<file path="src/hw/rtl/sfr_pkg.sv">
// ----------------------------------------------------------------------------
// sfr_pkg
// Shared constants and controller/datapath interface types for the serial
// frame receiver.
// ----------------------------------------------------------------------------
package sfr_pkg;

   // Payload buffer geometry
   localparam int PAYLOAD_DEPTH = 16;
   localparam int IDX_W = (PAYLOAD_DEPTH > 1) ? $clog2(PAYLOAD_DEPTH) : 1;
   localparam int CNT_W = $clog2(PAYLOAD_DEPTH + 1);

   // Frame constants
   localparam logic [7:0] SYNC_BYTE = 8'hAA;

   // Result status codes
   localparam logic [1:0] STATUS_OK       = 2'd0;
   localparam logic [1:0] STATUS_BADSUM   = 2'd1;
   localparam logic [1:0] STATUS_OVERSIZE = 2'd2;

   // Result kinds requested by the controller
   localparam logic [2:0] EMIT_NONE     = 3'd0;
   localparam logic [2:0] EMIT_OVERSIZE = 3'd1;
   localparam logic [2:0] EMIT_BADSUM   = 3'd2;
   localparam logic [2:0] EMIT_EMPTY    = 3'd3;
   localparam logic [2:0] EMIT_DATA     = 3'd4;

   // Controller -> datapath commands
   typedef struct packed {
      logic       clr_command;
      logic       ld_command;
      logic       ld_length;
      logic       wr_payload;
      logic       drain_clr;
      logic [2:0] emit;
   } cmd_type;

   // Datapath -> controller status
   typedef struct packed {
      logic byte_sync;
      logic cmd_ok;
      logic len_over;
      logic byte_zero;
      logic pay_done;
      logic sum_ok;
      logic len_zero;
      logic drain_last;
      logic out_free;
   } stat_type;

endpackage

</file>
<file path="src/hw/rtl/sfr_datapath.sv">
// ----------------------------------------------------------------------------
// sfr_datapath
// Frame fields, payload buffer, running checksum, drain pointer and the
// result output register.
// ----------------------------------------------------------------------------
module sfr_datapath (
   input  logic              clock,
   input  logic              reset,
   input  logic              csr_wr_en,
   input  logic [7:0]        csr_wr_data,
   input  logic [7:0]        rx_byte,
   input  logic              rsp_ready,
   input  sfr_pkg::cmd_type  cmd,
   output sfr_pkg::stat_type stat,
   output logic              rsp_valid,
   output logic [1:0]        rsp_status,
   output logic [7:0]        rsp_command,
   output logic [7:0]        rsp_length,
   output logic [3:0]        rsp_byte_index,
   output logic [7:0]        rsp_payload_byte,
   output logic              rsp_has_data,
   output logic              rsp_last
);
   import sfr_pkg::*;

   logic [7:0]       exp_cmd_ff, exp_cmd_in;
   logic [7:0]       frame_cmd_ff, frame_cmd_in;
   logic [7:0]       frame_len_ff, frame_len_in;
   logic [CNT_W-1:0] rcv_cnt_ff, rcv_cnt_in;
   logic [7:0]       sum_ff, sum_in;
   logic [IDX_W-1:0] drain_idx_ff, drain_idx_in;
   logic             out_valid_ff, out_valid_in;
   logic [1:0]       out_status_ff;
   logic [7:0]       out_command_ff;
   logic [7:0]       out_length_ff;
   logic [3:0]       out_index_ff;
   logic [7:0]       out_payload_ff;
   logic             out_has_ff;
   logic             out_last_ff;
   logic [7:0]       payload_mem [PAYLOAD_DEPTH];
   logic             emit_any;
   logic             emit_data;

   assign emit_any  = (cmd.emit != EMIT_NONE);
   assign emit_data = (cmd.emit == EMIT_DATA);

   // Status back to the controller
   always_comb begin
      stat.byte_sync  = (rx_byte == SYNC_BYTE);
      stat.cmd_ok     = (exp_cmd_ff == 8'd0) || (exp_cmd_ff == rx_byte);
      stat.len_over   = (rx_byte > 8'(PAYLOAD_DEPTH));
      stat.byte_zero  = (rx_byte == 8'd0);
      stat.pay_done   = ((9'(rcv_cnt_ff) + 9'd1) == 9'(frame_len_ff));
      stat.sum_ok     = (rx_byte == ~sum_ff);
      stat.len_zero   = (frame_len_ff == 8'd0);
      stat.drain_last = ((9'(drain_idx_ff) + 9'd1) == 9'(frame_len_ff));
      stat.out_free   = !out_valid_ff || rsp_ready;
   end

   // Next-state for frame fields, counters and checksum
   always_comb begin
      exp_cmd_in   = csr_wr_en ? csr_wr_data : exp_cmd_ff;
      frame_cmd_in = frame_cmd_ff;
      frame_len_in = frame_len_ff;
      rcv_cnt_in   = rcv_cnt_ff;
      sum_in       = sum_ff;
      drain_idx_in = drain_idx_ff;
      if (cmd.clr_command) begin
         frame_cmd_in = 8'd0;
      end
      if (cmd.ld_command) begin
         frame_cmd_in = rx_byte;
      end
      if (cmd.ld_length) begin
         frame_len_in = rx_byte;
         rcv_cnt_in   = '0;
         sum_in       = 8'd0;
      end
      if (cmd.wr_payload) begin
         rcv_cnt_in = rcv_cnt_ff + CNT_W'(1);
         sum_in     = sum_ff + rx_byte;
      end
      if (cmd.drain_clr) begin
         drain_idx_in = '0;
      end else if (emit_data) begin
         drain_idx_in = drain_idx_ff + IDX_W'(1);
      end
   end

   // Output register valid: set on load, cleared when taken
   always_comb begin
      out_valid_in = out_valid_ff;
      if (emit_any) begin
         out_valid_in = 1'b1;
      end else if (rsp_ready) begin
         out_valid_in = 1'b0;
      end
   end

   // Control and field registers
   always_ff @(posedge clock) begin
      if (reset) begin
         exp_cmd_ff   <= 8'd0;
         frame_cmd_ff <= 8'd0;
         frame_len_ff <= 8'd0;
         rcv_cnt_ff   <= '0;
         sum_ff       <= 8'd0;
         drain_idx_ff <= '0;
         out_valid_ff <= 1'b0;
      end else begin
         exp_cmd_ff   <= exp_cmd_in;
         frame_cmd_ff <= frame_cmd_in;
         frame_len_ff <= frame_len_in;
         rcv_cnt_ff   <= rcv_cnt_in;
         sum_ff       <= sum_in;
         drain_idx_ff <= drain_idx_in;
         out_valid_ff <= out_valid_in;
      end
   end

   // Payload buffer write
   always_ff @(posedge clock) begin
      if (cmd.wr_payload && (rcv_cnt_ff < CNT_W'(PAYLOAD_DEPTH))) begin
         payload_mem[rcv_cnt_ff[IDX_W-1:0]] <= rx_byte;
      end
   end

   // Result word load, with registered buffer read
   always_ff @(posedge clock) begin
      if (emit_any) begin
         case (cmd.emit)
            EMIT_OVERSIZE: out_status_ff <= STATUS_OVERSIZE;
            EMIT_BADSUM:   out_status_ff <= STATUS_BADSUM;
            default:       out_status_ff <= STATUS_OK;
         endcase
         out_command_ff <= frame_cmd_ff;
         out_length_ff  <= (cmd.emit == EMIT_OVERSIZE) ? rx_byte : frame_len_ff;
         out_has_ff     <= emit_data;
         if (emit_data) begin
            out_index_ff   <= 4'(drain_idx_ff);
            out_payload_ff <= payload_mem[drain_idx_ff];
            out_last_ff    <= stat.drain_last;
         end else begin
            out_index_ff   <= 4'd0;
            out_payload_ff <= 8'd0;
            out_last_ff    <= 1'b1;
         end
      end
   end

   assign rsp_valid        = out_valid_ff;
   assign rsp_status       = out_status_ff;
   assign rsp_command      = out_command_ff;
   assign rsp_length       = out_length_ff;
   assign rsp_byte_index   = out_index_ff;
   assign rsp_payload_byte = out_payload_ff;
   assign rsp_has_data     = out_has_ff;
   assign rsp_last         = out_last_ff;

endmodule

</file>
<file path="src/hw/rtl/sfr_ctrl.sv">
// ----------------------------------------------------------------------------
// sfr_ctrl
// Frame parsing state machine: header hunt, command, length, payload,
// checksum and result drain.
// ----------------------------------------------------------------------------
module sfr_ctrl (
   input  logic              clock,
   input  logic              reset,
   input  logic              req_valid,
   output logic              req_ready,
   input  sfr_pkg::stat_type stat,
   output sfr_pkg::cmd_type  cmd
);
   import sfr_pkg::*;

   localparam logic [2:0] ST_HUNT  = 3'd0;
   localparam logic [2:0] ST_CMD   = 3'd1;
   localparam logic [2:0] ST_LEN   = 3'd2;
   localparam logic [2:0] ST_PAY   = 3'd3;
   localparam logic [2:0] ST_CHK   = 3'd4;
   localparam logic [2:0] ST_DRAIN = 3'd5;

   logic [2:0] state_ff, state_in;
   logic       hdr_seen_ff, hdr_seen_in;
   logic       acc;

   // Take a word only when not draining and the result slot is free
   assign req_ready = (state_ff != ST_DRAIN) && stat.out_free;
   assign acc       = req_valid && req_ready;

   // Next state and datapath commands
   always_comb begin
      state_in        = state_ff;
      hdr_seen_in     = hdr_seen_ff;
      cmd.clr_command = 1'b0;
      cmd.ld_command  = 1'b0;
      cmd.ld_length   = 1'b0;
      cmd.wr_payload  = 1'b0;
      cmd.drain_clr   = 1'b0;
      cmd.emit        = EMIT_NONE;
      case (state_ff)
         ST_CMD: begin
            if (acc) begin
               cmd.ld_command = 1'b1;
               state_in       = stat.cmd_ok ? ST_LEN : ST_HUNT;
            end
         end
         ST_LEN: begin
            if (acc) begin
               cmd.ld_length = 1'b1;
               if (stat.len_over) begin
                  cmd.emit = EMIT_OVERSIZE;
                  state_in = ST_HUNT;
               end else if (stat.byte_zero) begin
                  state_in = ST_CHK;
               end else begin
                  state_in = ST_PAY;
               end
            end
         end
         ST_PAY: begin
            if (acc) begin
               cmd.wr_payload = 1'b1;
               if (stat.pay_done) begin
                  state_in = ST_CHK;
               end
            end
         end
         ST_CHK: begin
            if (acc) begin
               state_in = ST_HUNT;
               if (!stat.sum_ok) begin
                  cmd.emit = EMIT_BADSUM;
               end else if (stat.len_zero) begin
                  cmd.emit = EMIT_EMPTY;
               end else begin
                  cmd.drain_clr = 1'b1;
                  state_in      = ST_DRAIN;
               end
            end
         end
         ST_DRAIN: begin
            // one buffered byte per free output slot
            if (stat.out_free) begin
               cmd.emit = EMIT_DATA;
               if (stat.drain_last) begin
                  state_in = ST_HUNT;
               end
            end
         end
         default: begin
            // header hunt; unused codes land here too
            if (acc) begin
               state_in = ST_HUNT;
               if (stat.byte_sync) begin
                  cmd.clr_command = 1'b1;
                  if (hdr_seen_ff) begin
                     hdr_seen_in = 1'b0;
                     state_in    = ST_CMD;
                  end else begin
                     hdr_seen_in = 1'b1;
                  end
               end else begin
                  hdr_seen_in = 1'b0;
               end
            end
         end
      endcase
   end

   always_ff @(posedge clock) begin
      if (reset) begin
         state_ff    <= ST_HUNT;
         hdr_seen_ff <= 1'b0;
      end else begin
         state_ff    <= state_in;
         hdr_seen_ff <= hdr_seen_in;
      end
   end

endmodule

</file>
<file path="src/hw/rtl/serial_frame_receiver_core.sv">
// Serial frame receiver. Parses frames of the form AA AA command length
// payload checksum. A received word is taken whenever the result register is
// empty or being read in that same cycle, and any result it causes sits in
// the output register from the next cycle. A good frame of N payload bytes
// (N up to 16) gives N result words, drained from the payload buffer one per
// cycle in which the output register is free. No received word is taken
// while draining. A zero-length frame, a bad checksum or an oversize length
// gives a single result word. A result waiting unread on the output holds
// off every received word until it is taken, whether or not that word would
// cause a result of its own.
// ----------------------------------------------------------------------------
// serial_frame_receiver_core
// Top level: controller state machine plus datapath.
// ----------------------------------------------------------------------------
module serial_frame_receiver_core (
   input  logic       clock,
   input  logic       reset,
   input  logic       csr_wr_en,
   input  logic [7:0] csr_wr_data,
   input  logic       req_valid,
   output logic       req_ready,
   input  logic [7:0] req_rx_byte,
   output logic       rsp_valid,
   input  logic       rsp_ready,
   output logic [1:0] rsp_status,
   output logic [7:0] rsp_command,
   output logic [7:0] rsp_length,
   output logic [3:0] rsp_byte_index,
   output logic [7:0] rsp_payload_byte,
   output logic       rsp_has_data,
   output logic       rsp_last
);
   import sfr_pkg::*;

   cmd_type  cmd;
   stat_type stat;

   // Frame state machine
   sfr_ctrl u_ctrl (
      .clock     (clock),
      .reset     (reset),
      .req_valid (req_valid),
      .req_ready (req_ready),
      .stat      (stat),
      .cmd       (cmd)
   );

   // Buffer, checksum and result register
   sfr_datapath u_dp (
      .clock            (clock),
      .reset            (reset),
      .csr_wr_en        (csr_wr_en),
      .csr_wr_data      (csr_wr_data),
      .rx_byte          (req_rx_byte),
      .rsp_ready        (rsp_ready),
      .cmd              (cmd),
      .stat             (stat),
      .rsp_valid        (rsp_valid),
      .rsp_status       (rsp_status),
      .rsp_command      (rsp_command),
      .rsp_length       (rsp_length),
      .rsp_byte_index   (rsp_byte_index),
      .rsp_payload_byte (rsp_payload_byte),
      .rsp_has_data     (rsp_has_data),
      .rsp_last         (rsp_last)
   );

`ifndef NO_ASSERTIONS
   // No new word while a stalled result occupies the output
   a_no_accept_on_stall: assert property (@(posedge clock) disable iff (reset)
      rsp_valid && !rsp_ready |-> !req_ready)
      else $error("word accepted while result stalled");

   // Results without data always close the frame
   a_empty_is_last: assert property (@(posedge clock) disable iff (reset)
      rsp_valid && !rsp_has_data |-> rsp_last)
      else $error("dataless result not marked last");

   // Error results never carry payload
   a_error_no_data: assert property (@(posedge clock) disable iff (reset)
      rsp_valid && (rsp_status != STATUS_OK) |-> !rsp_has_data && rsp_last)
      else $error("error result carries data");

   // A result with data that is not last is followed by the next index
   a_index_steps: assert property (@(posedge clock) disable iff (reset)
      rsp_valid && rsp_ready && rsp_has_data && !rsp_last
      |=> rsp_valid && rsp_has_data
          && (rsp_byte_index == $past(rsp_byte_index) + 4'd1))
      else $error("drain index did not advance");
`endif

endmodule
</file>
<file path="config.mk">
export PLATFORM = sky130hd
export DESIGN_NAME = serial_frame_receiver_core
export DESIGN_NICKNAME = d
export VERILOG_FILES = /design/src/hw/rtl/sfr_pkg.sv /design/src/hw/rtl/sfr_datapath.sv /design/src/hw/rtl/sfr_ctrl.sv /design/src/hw/rtl/serial_frame_receiver_core.sv
export SDC_FILE = /design/constraint.sdc
export NUM_CORES = 1
export LEC_CHECK = 0
export BUFFER_PORTS_ARGS = -buffer_cell sky130_fd_sc_hd__buf_2
export CORE_MARGIN = 2
export CORE_UTILIZATION = 61
export DETAILED_ROUTE_END_ITERATION = 16
export PLACE_DENSITY_LB_ADDON = 0.2
export SKIP_CTS_REPAIR_TIMING = 1
export SKIP_LAST_GASP = 1
export SYNTH_ARGS = -nofsm -noshare
export SYNTH_HDL_FRONTEND = slang
export SYNTH_HIERARCHICAL = 1
export SYNTH_SLANG_ARGS = --single-unit
</file>
<file path="constraint.sdc">
create_clock -name clock -period 4.2 [get_ports clock]
set_clock_uncertainty 0.1 [all_clocks]
set_input_delay 0.84 -clock clock [delete_from_list [all_inputs] [get_ports clock]]
set_output_delay 0.84 -clock clock [all_outputs]
set_load 0.03 [all_outputs]
</file>
# ---- Word level (Yosys, flattened, before mapping)
# Memory sizes are Yosys's and may differ from the RTL's. A register that Yosys moved wholly into a read port is not among the register bits.
# Index checks and enable logic that the tools add are counted.
dict set report classes {
  n_addsub 5
  order_cmp 2
  n_eq_ne 21
  muxes 47
  bitwise 2
  reduce_logical 19
}
# op count
set op_table {}
lappend op_table {{two-way mux 3 bit} 16}
lappend op_table {{two-way mux 8 bit} 5}
lappend op_table {{zero test 8 bit} 3}
lappend op_table {{== test 9 x 8 -> 1 bit} 2}
lappend op_table {{two-way mux 1 bit} 18}
lappend op_table {{== test 8 bit} 2}
lappend op_table {{one-hot mux 3 bit (5 select lines)} 1}
lappend op_table {{two-way mux 5 bit} 2}
lappend op_table {{inequality test 2 x 1 -> 1 bit, second input constant} 5}
lappend op_table {{== test 3 x 2 -> 1 bit, second input constant} 3}
lappend op_table {{== test 3 bit, second input constant} 3}
lappend op_table {{one-hot mux 3 bit (3 select lines)} 1}
lappend op_table {{adder 8 bit} 1}
lappend op_table {{== test 8 bit, second input constant} 1}
lappend op_table {{> comparator 8 x 5 -> 1 bit, second input constant} 1}
lappend op_table {{inverter 8 bit} 1}
lappend op_table {{AND reduction 8 bit} 1}
lappend op_table {{nonzero test 2 bit} 4}
lappend op_table {{adder 5 x 1 -> 6 bit, second input constant} 1}
lappend op_table {{== test 3 x 1 -> 1 bit, second input constant} 2}
lappend op_table {{adder 4 x 1 -> 5 bit, second input constant} 1}
lappend op_table {{adder 5 x 1 -> 5 bit, second input constant} 1}
lappend op_table {{< comparator 5 bit, second input constant} 1}
lappend op_table {{OR reduction 5 bit} 1}
lappend op_table {{other kinds (13)} 19}
dict set report word_totals {
  reg_bits 70
  mem_bits_rw 128
  input_bits 21
  output_inout_bits 34
  wordCells 112
  n_memories 1
}
# name words word_bits read_ports rd_ports_with_merged_regs write_ports line
set memory_table {}
lappend memory_table {u_dp.payload_mem 16 8 1 1 1 sfr_datapath.sv:40} ;# logic [7:0] payload_mem [PAYLOAD_DEPTH];

# ---- Longest topological paths before layout
dict set report depth {
  ltp_word 9
  depth_mapped 11
  mapped_depth_nobuf 11
}

# ---- By module
# Netlist, hierarchy kept.
# mod instances cells_each area_each_um2 seq_area_each_um2
set modules_own_cells {}
lappend modules_own_cells {sfr_datapath 1 534 8592.0 5645.4}
lappend modules_own_cells {sfr_ctrl 1 58 427.9 80.1}

# ---- Worst setup path after synthesis
# No wires, ideal clock.
dict set report synth_timing {
  path_type {input to register}
  from {in req_rx_byte[5]}
  to {reg u_dp.out_length_ff[0], in the netlist u_dp/rsp_length[0] (data pin)}
  setup_time_ns 0.260
  arrival_ns 3.034
  t_required_ns 3.840
  slack_ns 0.806
  path_stages 8
  path_buffers 1
  path_cell_list {ha_1 > nand4_1 > nor4b_1 > nand4_1 > a21oi_1 > nor3b_1 > clkbuf_1 > mux2_2}
}
# element line
set synth_lines {}
lappend synth_lines {{start, declared} serial_frame_receiver_core.sv:22} ;# input logic [7:0] req_rx_byte,
lappend synth_lines {{end signal, assigned} sfr_datapath.sv:137} ;# out_length_ff <= (cmd.emit == EMIT_OVERSIZE) ? rx_byte : frame_len_ff;
lappend synth_lines {{end, declared} sfr_datapath.sv:35} ;# logic [7:0] out_length_ff;

==> flow_metrics.py <==
metrics = {
    "status": {
        "status": "complete, no violations",
    },
    "timing": {
        "hold_viol": 0,
        "rsz0062_at_grt": "false",
        "relSlewSlack_pct": 51.8,
        "fmax_mhz": 317,
        "fin_setup_tns_ns": 0,
        "setup_viol": 0,
        "fin_crit_sh_pct": 75.0,
        "period_needed_ns": 3.15,
        "drv_slew": 0,
        "tightestPinTransition_ns": 0.705,
    },
    "job": {
        "drv_cap": 0,
    },
    "detailed_routing": {
        "drtIter0Drc": 503,
        "via_per_inst": 6.21,
        "vias": 5302,
        "dr.max_layer_used": "met4",
        "antenna_left": 0,
        "drcViolationCount": 0,
        "wl_met1_mm": 7.70,
        "wl_met3_mm": 1.48,
        "met2_length_mm": 9.26,
        "wl_per_cell_um": 21.9,
        "wirelength_mm": 18.7,
        "detail_route.first_pass.iterations": 5,
    },
    "setup_path": {
        "startpoint_type": "flop",
        "max_stage_delay_ns": 0.65,
        "cp-end-kind": "flop",
        "cp.required_ns": 4.52,
        "crit_fanout": 8,
        "cp_slowest_cell": "a2111oi_0",
        "cp_cell_sequence": "ha_1 > nor2b_1 > nor2b_1 > o21ai_0 > o311a_1 > a2111oi_0 > nand3b_1 > a221oi_2 > or4b_1 > a21oi_1",
        "crit_family": "compound AO/OA/AOI/OAI gates",
        "crit_top_cell": "nor2b_1",
        "cp_data_arrival_time_ns": 3.47,
        "path_class": "flop to flop",
        "crit_buf_inv": 0,
    },
    "logic_synthesis": {
        "async_flop_share_pct": 0,
        "ys_ff_latch": 206,
        "syn_avg_cell_area_um2": 15.2,
        "yosysSeqAreaShare_pct": 63.5,
        "yosysWarnings": 6,
        "synth_area_mm2": 0.00902,
        "ys_types": 62,
        "syn_nets": 627,
        "synth_edf_count": 160,
        "synth_cells": 592,
        "synth_flop_cell": "edfxtp_1",
    },
    "cells_and_area": {
        "syn2layout_area_growth_pct": 12.3,
        "final_cell_mix": "edfxtp_1, buf_2, nor2_1, dfxtp_1, a21oi_1",
        "nets": 691,
        "diodes": 0,
        "final_area_mm2": 0.0101,
        "final_util_pct": 69.9,
        "stdcell_count": 854,
        "drive_gt1_share_pct": 20.0,
        "final_common_cell": "edfxtp_1",
    },
    "placement": {
        "placed_cells": 817,
        "post_dp_cell_area_mm2": 0.00947,
        "gp_congestion": 0.854,
        "hpwl_mm": 11.8,
        "io_buffers": 54,
    },
    "clock_network": {
        "clk_path_buf_depth": 3,
        "clk_pin_slew_ns": 0.06,
        "htree_levels": 1,
        "root_buffer": "clkbuf_16",
        "cts_inserted_buffers": 21,
        "cts_sinks": 206,
        "cts_tree": "done",
        "insertion_delay_ns": 0.49,
    },
    "die": {
        "die_w_um": 126,
        "die-area_mm2": 0.0158,
        "chipHeight_um": 126,
        "fp-row-count": 44,
        "core-area_mm2": 0.0145,
        "pin_count": 55,
        "initial_core_util_pct": 62.3,
    },
    "pwr": {
        "p_int_mw": 3.26,
        "p_leak_nw": 3.62,
        "p_clk_share_pct": 43.6,
        "p_sw_share_pct": 19.7,
        "p_seq_share_pct": 54.1,
        "power.density_mw_per_mm2": 401,
        "combPwrFrac_pct": 2.3,
        "p_sw_uw": 801,
        "ir_drop_v": 0.000261,
    },
    "global_routing": {
        "grt_max_degree": 35,
        "antenna_found_initial": 0,
        "groute.usage.overall_pct": 24.3,
        "overflow": 0,
        "grt_pass1_wl_mm": 29.6,
        "grt_pass1_vias": 5232,
    },
    "hold_path": {
        "hp-class": "flop to flop",
    },
}
-- layout make-up --
cell class                 count  area (um^2)
sequential                   206         5730
fill                         915         4350
multi-input combinational    346         3070
clock buffer                  28          582
timing repair buffer          72          405
tap                          184          230
clock inverter                 9         75.1
inverter                       9         33.8
-- cells in the mapped netlist, types with 2 or more instances --
library cell | count | area [um^2]
edfxtp_1 | 160 | 4800
dfxtp_1 | 46 | 921
nor2_1 | 46 | 173
a21oi_1 | 31 | 155
and2_1 | 30 | 188
mux4_1 | 21 | 552
mux2i_1 | 20 | 200
nor3b_1 | 20 | 150
mux4_2 | 19 | 428
xnor2_1 | 17 | 149
clkbuf_1 | 14 | 52.6
ha_1 | 13 | 163
nor3_1 | 13 | 65.1
nand2_1 | 11 | 41.3
nand3_1 | 10 | 50.1
nor2b_1 | 9 | 56.3
inv_1 | 8 | 30.0
mux2_2 | 8 | 90.1
nand2b_1 | 7 | 43.8
nand4_1 | 7 | 43.8
o21ai_0 | 7 | 35.0
xor2_1 | 7 | 61.3
or4_1 | 6 | 45.0
buf_2 | 5 | 25.0
nand3b_1 | 5 | 37.5
buf_6 | 4 | 45.0
a21o_1 | 3 | 22.5
and3_1 | 3 | 18.8
o211ai_1 | 3 | 22.5
a2111o_1 | 2 | 22.5
buf_1 | 2 | 7.51
buf_4 | 2 | 15.0
buf_8 | 2 | 30.0
nor4_1 | 2 | 12.5
o31ai_1 | 2 | 15.0
-- power groups by stage --
stage | registers (mW) | logic (mW) | clock network, mW
floorplan | 2.24 | 0.0386 | 0
finish | 2.20 | 0.0923 | 1.77
global placement | 2.24 | 0.0867 | 0
CTS | 2.20 | 0.0926 | 1.79
global route | 2.20 | 0.101 | 1.89
detailed placement | 2.24 | 0.0915 | 0
-- registers in the layout, indices dropped and copies added (netlist names), 3 cells and up --
name	flops
u_dp/sum_ff	8
u_dp/payload_mem	128
u_ctrl/state_ff	3
u_dp/rsp_payload_byte	8
u_dp/rsp_length	8
u_dp/rsp_byte_index	4
u_dp/frame_cmd_ff	8
u_dp/frame_len_ff	8
u_dp/rsp_command	8
u_dp/exp_cmd_ff	8
u_dp/rcv_cnt_ff	5
u_dp/drain_idx_ff	4
-- cell families (layout without fill, tap and decap cells) --
kind of cell               Yosys count  count (layout)  share of synthesized area [%]
buffers and inverters               40             118                           2.51
and+or+nand+nor                    181             181                           11.4
AOI/OAI and AO/OA                   59              59                           4.15
muxes                               68              68                           14.1
xor gates and xnor gates            24              24                           2.33
adders and majority gates           14              14                           2.03
DFF                                206             206                           63.5
-- path summary, 6_finish.rpt --
kind	endpoint	start	cells after the start	slack [ns]
max	u_ctrl/state_ff[1]	u_dp/rcv_cnt_ff[0]	10	1.05
min reg2reg	u_dp/rsp_command[3]	u_dp/frame_cmd_ff[3]	0	0.33
max reg2reg	u_ctrl/state_ff[1]	u_dp/rcv_cnt_ff[0]	10	1.05
min	u_dp/rsp_command[3]	u_dp/frame_cmd_ff[3]	0	0.33
-- per-stage QoR --
stage               power [mW]  setup slack (ns)  hold WS, ns
floorplan                 2.28             0.806        0.300
global placement          2.33             0.632        0.307
detailed placement        2.33             0.599        0.314
CTS                       4.08              1.06        0.328
global route              4.18             0.870        0.333
finish                    4.06              1.05        0.327
-- per-layer routing --
layer  track usage [%]  up-vias
met5                 0        -
met3              3.72       23
met1              34.8     2670
li1                  -     2421
met2              40.3      188
met4              5.36        0
No activity file was read; power rests on OpenSTA's default activity.
